### config.mk
export PLATFORM = sky130hd
export DESIGN_NAME = log_record_deframer_core
export DESIGN_NICKNAME = d
export VERILOG_FILES = /design/src/rtl/lrd_pkg.sv /design/src/rtl/log_record_deframer_core.sv /design/src/rtl/lrd_parse.sv /design/src/rtl/lrd_outq.sv
export SDC_FILE = /design/constraint.sdc
export NUM_CORES = 2
export LEC_CHECK = 0
export BUFFER_PORTS_ARGS = -buffer_cell sky130_fd_sc_hd__buf_4
export CAP_MARGIN = 20
export CORE_MARGIN = 2
export CORE_UTILIZATION = 42
export CTS_BUF_LIST = sky130_fd_sc_hd__clkbuf_4 sky130_fd_sc_hd__clkbuf_8 sky130_fd_sc_hd__clkbuf_16
export DETAILED_ROUTE_END_ITERATION = 6
export GPL_ROUTABILITY_DRIVEN = 0
export GPL_TIMING_DRIVEN = 0
export PLACE_DENSITY = 0.61
export SYNTH_ARGS = -nofsm -noshare
export SYNTH_HDL_FRONTEND = slang
export SYNTH_HIERARCHICAL = 1
export SYNTH_SLANG_ARGS = --single-unit
### constraint.sdc
create_clock -name i_clk -period 43.6 [get_ports i_clk]
set_input_delay 8.72 -clock i_clk [delete_from_list [all_inputs] [get_ports i_clk]]
set_output_delay 8.72 -clock i_clk [all_outputs]
set_load 0.02 [all_outputs]
### src/rtl/lrd_pkg.sv
// Shared types and constants for the log record deframer.
// No dependencies; imported by every module of the block.
package lrd_pkg;

    localparam int unsigned CFG_IDX_W = 2;
    localparam logic [CFG_IDX_W-1:0] CFG_RECORD_MAGIC  = 2'd0;
    localparam logic [CFG_IDX_W-1:0] CFG_MAX_KEY_LEN   = 2'd1;
    localparam logic [CFG_IDX_W-1:0] CFG_MAX_VALUE_LEN = 2'd2;

    localparam logic [31:0] RST_RECORD_MAGIC  = 32'h544B_564C;
    localparam logic [31:0] RST_MAX_KEY_LEN   = 32'h0400_0000;
    localparam logic [31:0] RST_MAX_VALUE_LEN = 32'h1000_0000;

    localparam logic [31:0] FNV_OFFSET = 32'd2166136261;
    localparam logic [31:0] FNV_PRIME  = 32'd16777619;

    localparam logic [4:0] HDR_BYTES = 5'd25;
    localparam logic [4:0] HDR_SEQ   = 5'd4;
    localparam logic [4:0] HDR_TOMB  = 5'd12;
    localparam logic [4:0] HDR_KLEN  = 5'd13;
    localparam logic [4:0] HDR_VLEN  = 5'd17;
    localparam logic [4:0] HDR_HASH  = 5'd21;

    localparam logic [1:0] PH_HEADER  = 2'd0;
    localparam logic [1:0] PH_PAYLOAD = 2'd1;
    localparam logic [1:0] PH_ERROR   = 2'd2;

    localparam logic FUNC_BYTE = 1'b0;
    localparam logic FUNC_END  = 1'b1;

    localparam logic [2:0] K_KEY       = 3'd0;
    localparam logic [2:0] K_VALUE     = 3'd1;
    localparam logic [2:0] K_OK        = 3'd2;
    localparam logic [2:0] K_BAD_MAGIC = 3'd3;
    localparam logic [2:0] K_BAD_SIZE  = 3'd4;
    localparam logic [2:0] K_BAD_CSUM  = 3'd5;
    localparam logic [2:0] K_TORN      = 3'd6;

    typedef struct packed {
        logic [2:0]  kind;
        logic [7:0]  payload_byte;
        logic [63:0] sequence_res;
        logic        tombstone;
        logic [31:0] key_length;
        logic [31:0] value_length;
        logic        last;
    } t_result;

    typedef struct packed {
        logic [1:0] count;
        t_result    res0;
        t_result    res1;
    } t_push;

endpackage

### src/rtl/log_record_deframer_core.sv
// Log record deframer top level: input beat register, parser and result queue.
// Depends on lrd_pkg, lrd_parse and lrd_outq.
// Path: an input beat waits in the input beat register until the result queue has room;
// its results then enter the queue and are offered in order, a status after its byte.
// Throughput: one input beat per cycle while the output side keeps up.
// Reset: synchronous, active low; restores register defaults and empties all state.
module log_record_deframer_core #(
    parameter int unsigned QDEPTH = 4
) (
    input  logic                          i_clk,
    input  logic                          i_rst_n,
    input  logic                          i_cfg_wr_en,
    input  logic [lrd_pkg::CFG_IDX_W-1:0] i_cfg_index,
    input  logic [31:0]                   i_cfg_wr_data,
    input  logic                          i_valid,
    output logic                          o_stall,
    input  logic                          i_func,
    input  logic [7:0]                    i_log_byte,
    output logic                          o_valid,
    input  logic                          i_stall,
    output logic [2:0]                    o_kind,
    output logic [7:0]                    o_payload_byte,
    output logic [63:0]                   o_sequence_res,
    output logic                          o_tombstone,
    output logic [31:0]                   o_key_length,
    output logic [31:0]                   o_value_length,
    output logic                          o_last
);
    import lrd_pkg::*;

    logic       r_in_valid;
    logic       r_in_func;
    logic [7:0] r_in_byte;
    logic       room, go, accept;
    t_push      push;
    t_result    res;

    assign go      = r_in_valid && room;
    assign o_stall = r_in_valid && !room;
    assign accept  = i_valid && !o_stall;

    always_ff @(posedge i_clk) begin
        if (!i_rst_n) begin
            r_in_valid <= 1'b0;
        end else if (accept) begin
            r_in_valid <= 1'b1;
        end else if (go) begin
            r_in_valid <= 1'b0;
        end
    end

    always_ff @(posedge i_clk) begin
        if (accept) begin
            r_in_func <= i_func;
            r_in_byte <= i_log_byte;
        end
    end

    lrd_parse u_parse (
        .i_clk         (i_clk),
        .i_rst_n       (i_rst_n),
        .i_cfg_wr_en   (i_cfg_wr_en),
        .i_cfg_index   (i_cfg_index),
        .i_cfg_wr_data (i_cfg_wr_data),
        .i_go          (go),
        .i_func        (r_in_func),
        .i_byte        (r_in_byte),
        .o_push        (push)
    );

    lrd_outq #(
        .DEPTH (QDEPTH)
    ) u_outq (
        .i_clk   (i_clk),
        .i_rst_n (i_rst_n),
        .i_push  (push),
        .i_pop   (!i_stall),
        .o_room  (room),
        .o_valid (o_valid),
        .o_res   (res)
    );

    assign o_kind         = res.kind;
    assign o_payload_byte = res.payload_byte;
    assign o_sequence_res = res.sequence_res;
    assign o_tombstone    = res.tombstone;
    assign o_key_length   = res.key_length;
    assign o_value_length = res.value_length;
    assign o_last         = res.last;

endmodule

### src/rtl/lrd_parse.sv
// Record parser: configuration registers, header assembly, FNV-1a hash and result
// generation for one byte per cycle while i_go is high. Depends on lrd_pkg.
module lrd_parse (
    input  logic                          i_clk,
    input  logic                          i_rst_n,
    input  logic                          i_cfg_wr_en,
    input  logic [lrd_pkg::CFG_IDX_W-1:0] i_cfg_index,
    input  logic [31:0]                   i_cfg_wr_data,
    input  logic                          i_go,
    input  logic                          i_func,
    input  logic [7:0]                    i_byte,
    output lrd_pkg::t_push                o_push
);
    import lrd_pkg::*;

    logic [31:0] r_magic_cfg, r_max_key, r_max_value;
    logic [1:0]  r_phase, n_phase;
    logic [4:0]  r_hcount, n_hcount;
    logic [31:0] r_hmagic, n_hmagic;
    logic [63:0] r_seq, n_seq;
    logic        r_tomb, n_tomb;
    logic [31:0] r_klen, n_klen;
    logic [31:0] r_vlen, n_vlen;
    logic [31:0] r_exp, n_exp;
    logic [32:0] r_pcount, n_pcount;
    logic [31:0] r_hash, n_hash;

    logic [4:0]  off;
    logic [32:0] total;
    logic [31:0] hash_step;
    logic        hash_ok;
    t_push       push;
    t_result     snap;

    always_ff @(posedge i_clk) begin
        if (!i_rst_n) begin
            r_magic_cfg <= RST_RECORD_MAGIC;
            r_max_key   <= RST_MAX_KEY_LEN;
            r_max_value <= RST_MAX_VALUE_LEN;
        end else if (i_cfg_wr_en) begin
            unique case (i_cfg_index)
                CFG_RECORD_MAGIC:  r_magic_cfg <= i_cfg_wr_data;
                CFG_MAX_KEY_LEN:   r_max_key   <= i_cfg_wr_data;
                CFG_MAX_VALUE_LEN: r_max_value <= i_cfg_wr_data;
                default: ;
            endcase
        end
    end

    always_ff @(posedge i_clk) begin
        if (!i_rst_n) begin
            r_phase  <= PH_HEADER;
            r_hcount <= '0;
            r_hmagic <= '0;
            r_seq    <= '0;
            r_tomb   <= 1'b0;
            r_klen   <= '0;
            r_vlen   <= '0;
            r_exp    <= '0;
            r_pcount <= '0;
            r_hash   <= FNV_OFFSET;
        end else if (i_go) begin
            r_phase  <= n_phase;
            r_hcount <= n_hcount;
            r_hmagic <= n_hmagic;
            r_seq    <= n_seq;
            r_tomb   <= n_tomb;
            r_klen   <= n_klen;
            r_vlen   <= n_vlen;
            r_exp    <= n_exp;
            r_pcount <= n_pcount;
            r_hash   <= n_hash;
        end
    end

    always_comb begin
        off       = '0;
        total     = {1'b0, r_klen} + {1'b0, r_vlen};
        hash_step = (r_hash ^ {24'd0, i_byte}) * FNV_PRIME;
        hash_ok   = 1'b0;
        n_phase   = r_phase;
        n_hcount  = r_hcount;
        n_hmagic  = r_hmagic;
        n_seq     = r_seq;
        n_tomb    = r_tomb;
        n_klen    = r_klen;
        n_vlen    = r_vlen;
        n_exp     = r_exp;
        n_pcount  = r_pcount;
        n_hash    = r_hash;
        push      = '0;
        snap      = '0;

        // snapshot of held fields before any update, for a torn tail
        snap.sequence_res = r_seq;
        snap.tombstone    = r_tomb;
        snap.key_length   = r_klen;
        snap.value_length = r_vlen;

        if (i_func == FUNC_END) begin
            if (r_phase == PH_PAYLOAD || (r_phase == PH_HEADER && r_hcount != '0)) begin
                push.count     = 2'd1;
                push.res0      = snap;
                push.res0.kind = K_TORN;
                push.res0.last = 1'b1;
            end
            n_phase  = PH_HEADER;
            n_hcount = '0;
            n_hmagic = '0;
            n_seq    = '0;
            n_tomb   = 1'b0;
            n_klen   = '0;
            n_vlen   = '0;
            n_exp    = '0;
            n_pcount = '0;
            n_hash   = FNV_OFFSET;
        end else if (r_phase == PH_HEADER) begin
            if (r_hcount == '0) begin
                n_hmagic = '0;
                n_seq    = '0;
                n_tomb   = 1'b0;
                n_klen   = '0;
                n_vlen   = '0;
                n_exp    = '0;
            end
            if (r_hcount < HDR_SEQ) begin
                off      = r_hcount;
                n_hmagic = n_hmagic | ({24'd0, i_byte} << {off[1:0], 3'b000});
            end else if (r_hcount < HDR_TOMB) begin
                off   = r_hcount - HDR_SEQ;
                n_seq = n_seq | ({56'd0, i_byte} << {off[2:0], 3'b000});
            end else if (r_hcount == HDR_TOMB) begin
                n_tomb = (i_byte != 8'd0);
            end else if (r_hcount < HDR_VLEN) begin
                off    = r_hcount - HDR_KLEN;
                n_klen = n_klen | ({24'd0, i_byte} << {off[1:0], 3'b000});
            end else if (r_hcount < HDR_HASH) begin
                off    = r_hcount - HDR_VLEN;
                n_vlen = n_vlen | ({24'd0, i_byte} << {off[1:0], 3'b000});
            end else begin
                off   = r_hcount - HDR_HASH;
                n_exp = n_exp | ({24'd0, i_byte} << {off[1:0], 3'b000});
            end
            n_hcount = r_hcount + 5'd1;

            snap.sequence_res = n_seq;
            snap.tombstone    = n_tomb;
            snap.key_length   = n_klen;
            snap.value_length = n_vlen;

            if (n_hcount == HDR_BYTES) begin
                n_pcount       = '0;
                n_hash         = FNV_OFFSET;
                push.count     = 2'd1;
                push.res0      = snap;
                push.res0.last = 1'b1;
                if (n_hmagic != r_magic_cfg) begin
                    push.res0.kind = K_BAD_MAGIC;
                    n_phase        = PH_ERROR;
                end else if (n_klen > r_max_key || n_vlen > r_max_value) begin
                    push.res0.kind = K_BAD_SIZE;
                    n_phase        = PH_ERROR;
                end else if (n_klen == '0 && n_vlen == '0) begin
                    if (FNV_OFFSET == n_exp) begin
                        push.res0.kind = K_OK;
                        n_phase        = PH_HEADER;
                        n_hcount       = '0;
                    end else begin
                        push.res0.kind = K_BAD_CSUM;
                        n_phase        = PH_ERROR;
                    end
                end else begin
                    push.count = 2'd0;
                    n_phase    = PH_PAYLOAD;
                end
            end
        end else if (r_phase == PH_PAYLOAD) begin
            n_hash                 = hash_step;
            n_pcount               = r_pcount + 33'd1;
            push.count             = 2'd1;
            push.res0              = snap;
            push.res0.kind         = (r_pcount < {1'b0, r_klen}) ? K_KEY : K_VALUE;
            push.res0.payload_byte = i_byte;
            push.res0.last         = 1'b1;
            if (n_pcount >= total) begin
                hash_ok        = (hash_step == r_exp);
                push.count     = 2'd2;
                push.res0.last = 1'b0;
                push.res1      = snap;
                push.res1.last = 1'b1;
                if (hash_ok) begin
                    push.res1.kind = K_OK;
                    n_phase        = PH_HEADER;
                    n_hcount       = '0;
                end else begin
                    push.res1.kind = K_BAD_CSUM;
                    n_phase        = PH_ERROR;
                end
            end
        end
    end

    assign o_push = i_go ? push : '0;

endmodule

### src/rtl/lrd_outq.sv
// Result queue: takes up to two results per cycle, gives one per beat.
// Depends on lrd_pkg.
module lrd_outq #(
    parameter int unsigned DEPTH = 4
) (
    input  logic             i_clk,
    input  logic             i_rst_n,
    input  lrd_pkg::t_push   i_push,
    input  logic             i_pop,
    output logic             o_room,
    output logic             o_valid,
    output lrd_pkg::t_result o_res
);
    import lrd_pkg::*;

    localparam int unsigned PW = (DEPTH > 1) ? $clog2(DEPTH) : 1;
    localparam int unsigned CW = $clog2(DEPTH + 1);

    t_result         r_mem [DEPTH];
    logic [PW-1:0]   r_wp, r_rp, n_wp, n_rp, wp1;
    logic [CW-1:0]   r_count, n_count;
    logic            pop_ok;

    assign pop_ok  = i_pop && (r_count != '0);
    assign wp1     = (r_wp == PW'(DEPTH - 1)) ? '0 : r_wp + PW'(1);
    assign o_valid = (r_count != '0);
    assign o_res   = r_mem[r_rp];
    assign o_room  = (r_count <= CW'(DEPTH - 2));

    always_comb begin
        n_rp = r_rp;
        if (pop_ok) begin
            n_rp = (r_rp == PW'(DEPTH - 1)) ? '0 : r_rp + PW'(1);
        end
        unique case (i_push.count)
            2'd1:    n_wp = wp1;
            2'd2:    n_wp = (wp1 == PW'(DEPTH - 1)) ? '0 : wp1 + PW'(1);
            default: n_wp = r_wp;
        endcase
        n_count = r_count + CW'(i_push.count) - CW'(pop_ok);
    end

    always_ff @(posedge i_clk) begin
        if (!i_rst_n) begin
            r_wp    <= '0;
            r_rp    <= '0;
            r_count <= '0;
        end else begin
            r_wp    <= n_wp;
            r_rp    <= n_rp;
            r_count <= n_count;
        end
    end

    always_ff @(posedge i_clk) begin
        if (i_push.count != 2'd0) begin
            r_mem[r_wp] <= i_push.res0;
        end
        if (i_push.count == 2'd2) begin
            r_mem[wp1] <= i_push.res1;
        end
    end

endmodule

==> qor.csv <==
metric,value,unit
clk_lat worst skew,0.75,ns
vias in the first global route,44095,
outcome,finished clean,
dpl cells,7458,
"EDFF count, synth",573,
CP dominant cell by count,buf_2,
Initial Util,0.422,
"area leader, netlist",edfxtp_1,
mean post-synth cell area,11.0,um^2
final hold vios,0,
I/O Buffers,190,
GRT Residual Overflow,0,
Period minus WS final,11.63,ns
worst hold slack,0.467,ns
Vias,45657,
skew final,0.0401,ns
WL/cell,26.3,um
worst slew pin tran,1.36,ns
Post-CTS Hold Buffers,0,
DRT antenna net count,0,
Gate Count Post-Synth,5337,
most frequent cells after synthesis,"573 x edfxtp_1, 565 x mux2_2, 401 x nand2_1",
DRT Pass-1 Iters,6,
post-synth top area share,0.292,
Hold Crit Class,flop to flop,
I/O pin cnt,191,
Max Slew Vio Count,0,
Peak VDD IR,0.0000317,V
Synth async-reset ratio,0,
Crit Path Max Fanout,10,
setup ws final,31.97,ns
antenna violations before repair,5,
pwr/cell area,43.4,nW/um^2
Cell variety after synth,86,
cts bufs inserted,102,
CTS HTree Levels,3,
CP max stage delay,0.43,ns
"worst slack, placed",32.31,ns
Core Rows,137,
fillers,12766,
CP Depth,6,
Critical Path Sink,o_sequence_res[21],
residual DRC count,0,
Total GRT Usage,0.277,
post-synthesis cell area,58900,um^2
final setup TNS,0,ns
post-synthesis sequential area ratio,0.418,
Leak,0.0261,uW
DRT Wirelength,202000,um
CP Launch Type,flop,
register area,24600,um^2
die area,143000,um^2
Worst setup EP type,primary output,
share of post-route cells with drive strength above 1,0.221,
YS warnings,6,
core footprint,139000,um^2
"Setup Fix Bufs, Post-CTS",0,
crit path kind,flop to primary output,
CTS tree,built,
"CP delay by family, top",buffers and inverters,
Rel. slew slack,0.0870,
Root Buffer,clkbuf_16,
Final Util,0.482,
Synth area leaders,"edfxtp_1 29%, dfxtp_1 13%, mux2_2 11%",
crit-path cells,"buf_2, clkbuf_1, buf_8, buf_2, mux4_2, buf_4",
area of the multi-input gates,31300,um^2
routed vias/inst,5.96,
DRT iter0 DRCs,5781,
hpwl dp,152000,um
top-count cell post-synth,edfxtp_1,
"Buf+Inv Stages, Crit Path",5,
first-pass GRT wire length,293000,um
clock tree buffer depth,3,
clock sink count,944,
fmax,86.0,MHz
WP data arrival,2.91,ns
required time of the critical path,34.88,ns
slowest CP cell,clkbuf_1,
Nets,6185,
max-cap viol count,0,
Die W,378,um
R2R depth,25,
Tcrit/Tclk final,0.267,
Clock transition at path regs,0.06,ns
largest net degree at the start of global routing,25,
"Top FF cell, synth",edfxtp_1,
CTS-repair resized insts,0,
RSZ-0062 raised after global routing,false,
Setup Viol. Count Final,0,
worst r2r dst,u_outq/r_mem[1][140],
synthesized flop and latch total,944,
R2R setup slack,33.46,ns
Die H,378,um
launch point of the worst reg-to-reg path,r_in_byte[5],
Layout Cells excl Fill,7666,
Area growth syn-to-layout,14.1,%
layout make-up:
class | count | share of cell area
clock buffers | 126 | 0.0416
flip-flops and latches | 944 | 0.367
repair buffers | 252 | 0.0356
multi-input cells | 3711 | 0.466
plain buffers | 375 | 0.0273
well taps | 1876 | 0.0349
clock inverters | 66 | 0.0102
diodes | 2 | 0.0000745
inverters | 314 | 0.0175
worst min-delay path by stage:
stage	startpoint	end	cells after the start
floorplan	u_parse/r_max_key[10]	u_parse/r_max_key[10]	2
global placement	u_parse/r_max_value[4]	u_parse/r_max_value[4]	2
detailed placement	u_parse/r_max_key[16]	u_parse/r_max_key[16]	2
CTS	u_parse/r_max_key[16]	u_parse/r_max_key[16]	2
global route	u_parse/r_max_value[5]	u_parse/r_max_value[5]	2
finish	u_parse/r_max_value[11]	u_parse/r_max_value[11]	2
tightest hold or removal path, stage by stage (launching register included):
cell and delay [ns]:
dfxtp_1 0.31, nand2_1 0.05, a21boi_0 0.06
placed cells by master, fill, tap and decap left out, types with 40 or more instances in the layout:
master and instances:
a21oi_1 196, clkbuf_1 251, a22oi_1 271, ha_1 361
and2_1 93, a21boi_0 88, o21ai_0 137, xnor2_1 98
nor3_1 73, buf_4 219, nand4_1 50, mux2_2 565
nor2_1 143, edfxtp_1 573, clkbuf_16 103, buf_6 42
a21o_1 40, nand3_1 76, and3_1 165, inv_1 313
nand2_1 401, mux4_2 141, buf_2 51, xor2_1 66
nor2b_1 266, dfxtp_1 371, fa_1 76
state kept, by name, summed over array words and instances (netlist names), named ones only:
signal and count:
u_outq/r_mem 564, u_parse/r_seq 64, u_parse/r_pcount 33, u_parse/r_exp 32, u_parse/r_hash 32, u_parse/r_hmagic 32, u_parse/r_klen 32, u_parse/r_magic_cfg 32
u_parse/r_max_key 32, u_parse/r_max_value 32, u_parse/r_vlen 32, r_in_byte 8, u_parse/r_hcount 5, u_outq/r_count 3, u_outq/r_rp 2, u_outq/r_wp 2
u_parse/r_phase 2, r_in_func 1, r_in_valid 1, u_parse/r_tomb 1
logic make-up after synthesis:
family / Yosys count / share of synthesized area
flops: 944 / 0.418
xor+xnor: 171 / 0.0271
mux: 715 / 0.164
compound gates: 978 / 0.112
simple gates: 1402 / 0.125
buf+inv: 689 / 0.0511
fa+ha+maj: 437 / 0.103
other cells: 1 / 0.0000637
power by group:
part,internal (uW),switching [uW],leakage (uW)
sequential,957,8.44,0.00822
combinational,404,640,0.0162
clock,522,383,0.00171
stage by stage:
step / instance area, um^2 / power, uW
finish: 67200 / 2910
CTS: 67000 / 2910
global placement: 62700 / 2010
floorplan: 58900 / 1700
global route: 67200 / 3050
detailed placement: 63600 / 2010
per-layer routing:
metal | track usage | share of wire
met3 | 0.0585 | 0.096
met1 | 0.384 | 0.42
met4 | 0.103 | 0.042
met5 | 0 | 0.00020
met2 | 0.423 | 0.44
No activity file was read; power rests on OpenSTA's default activity.
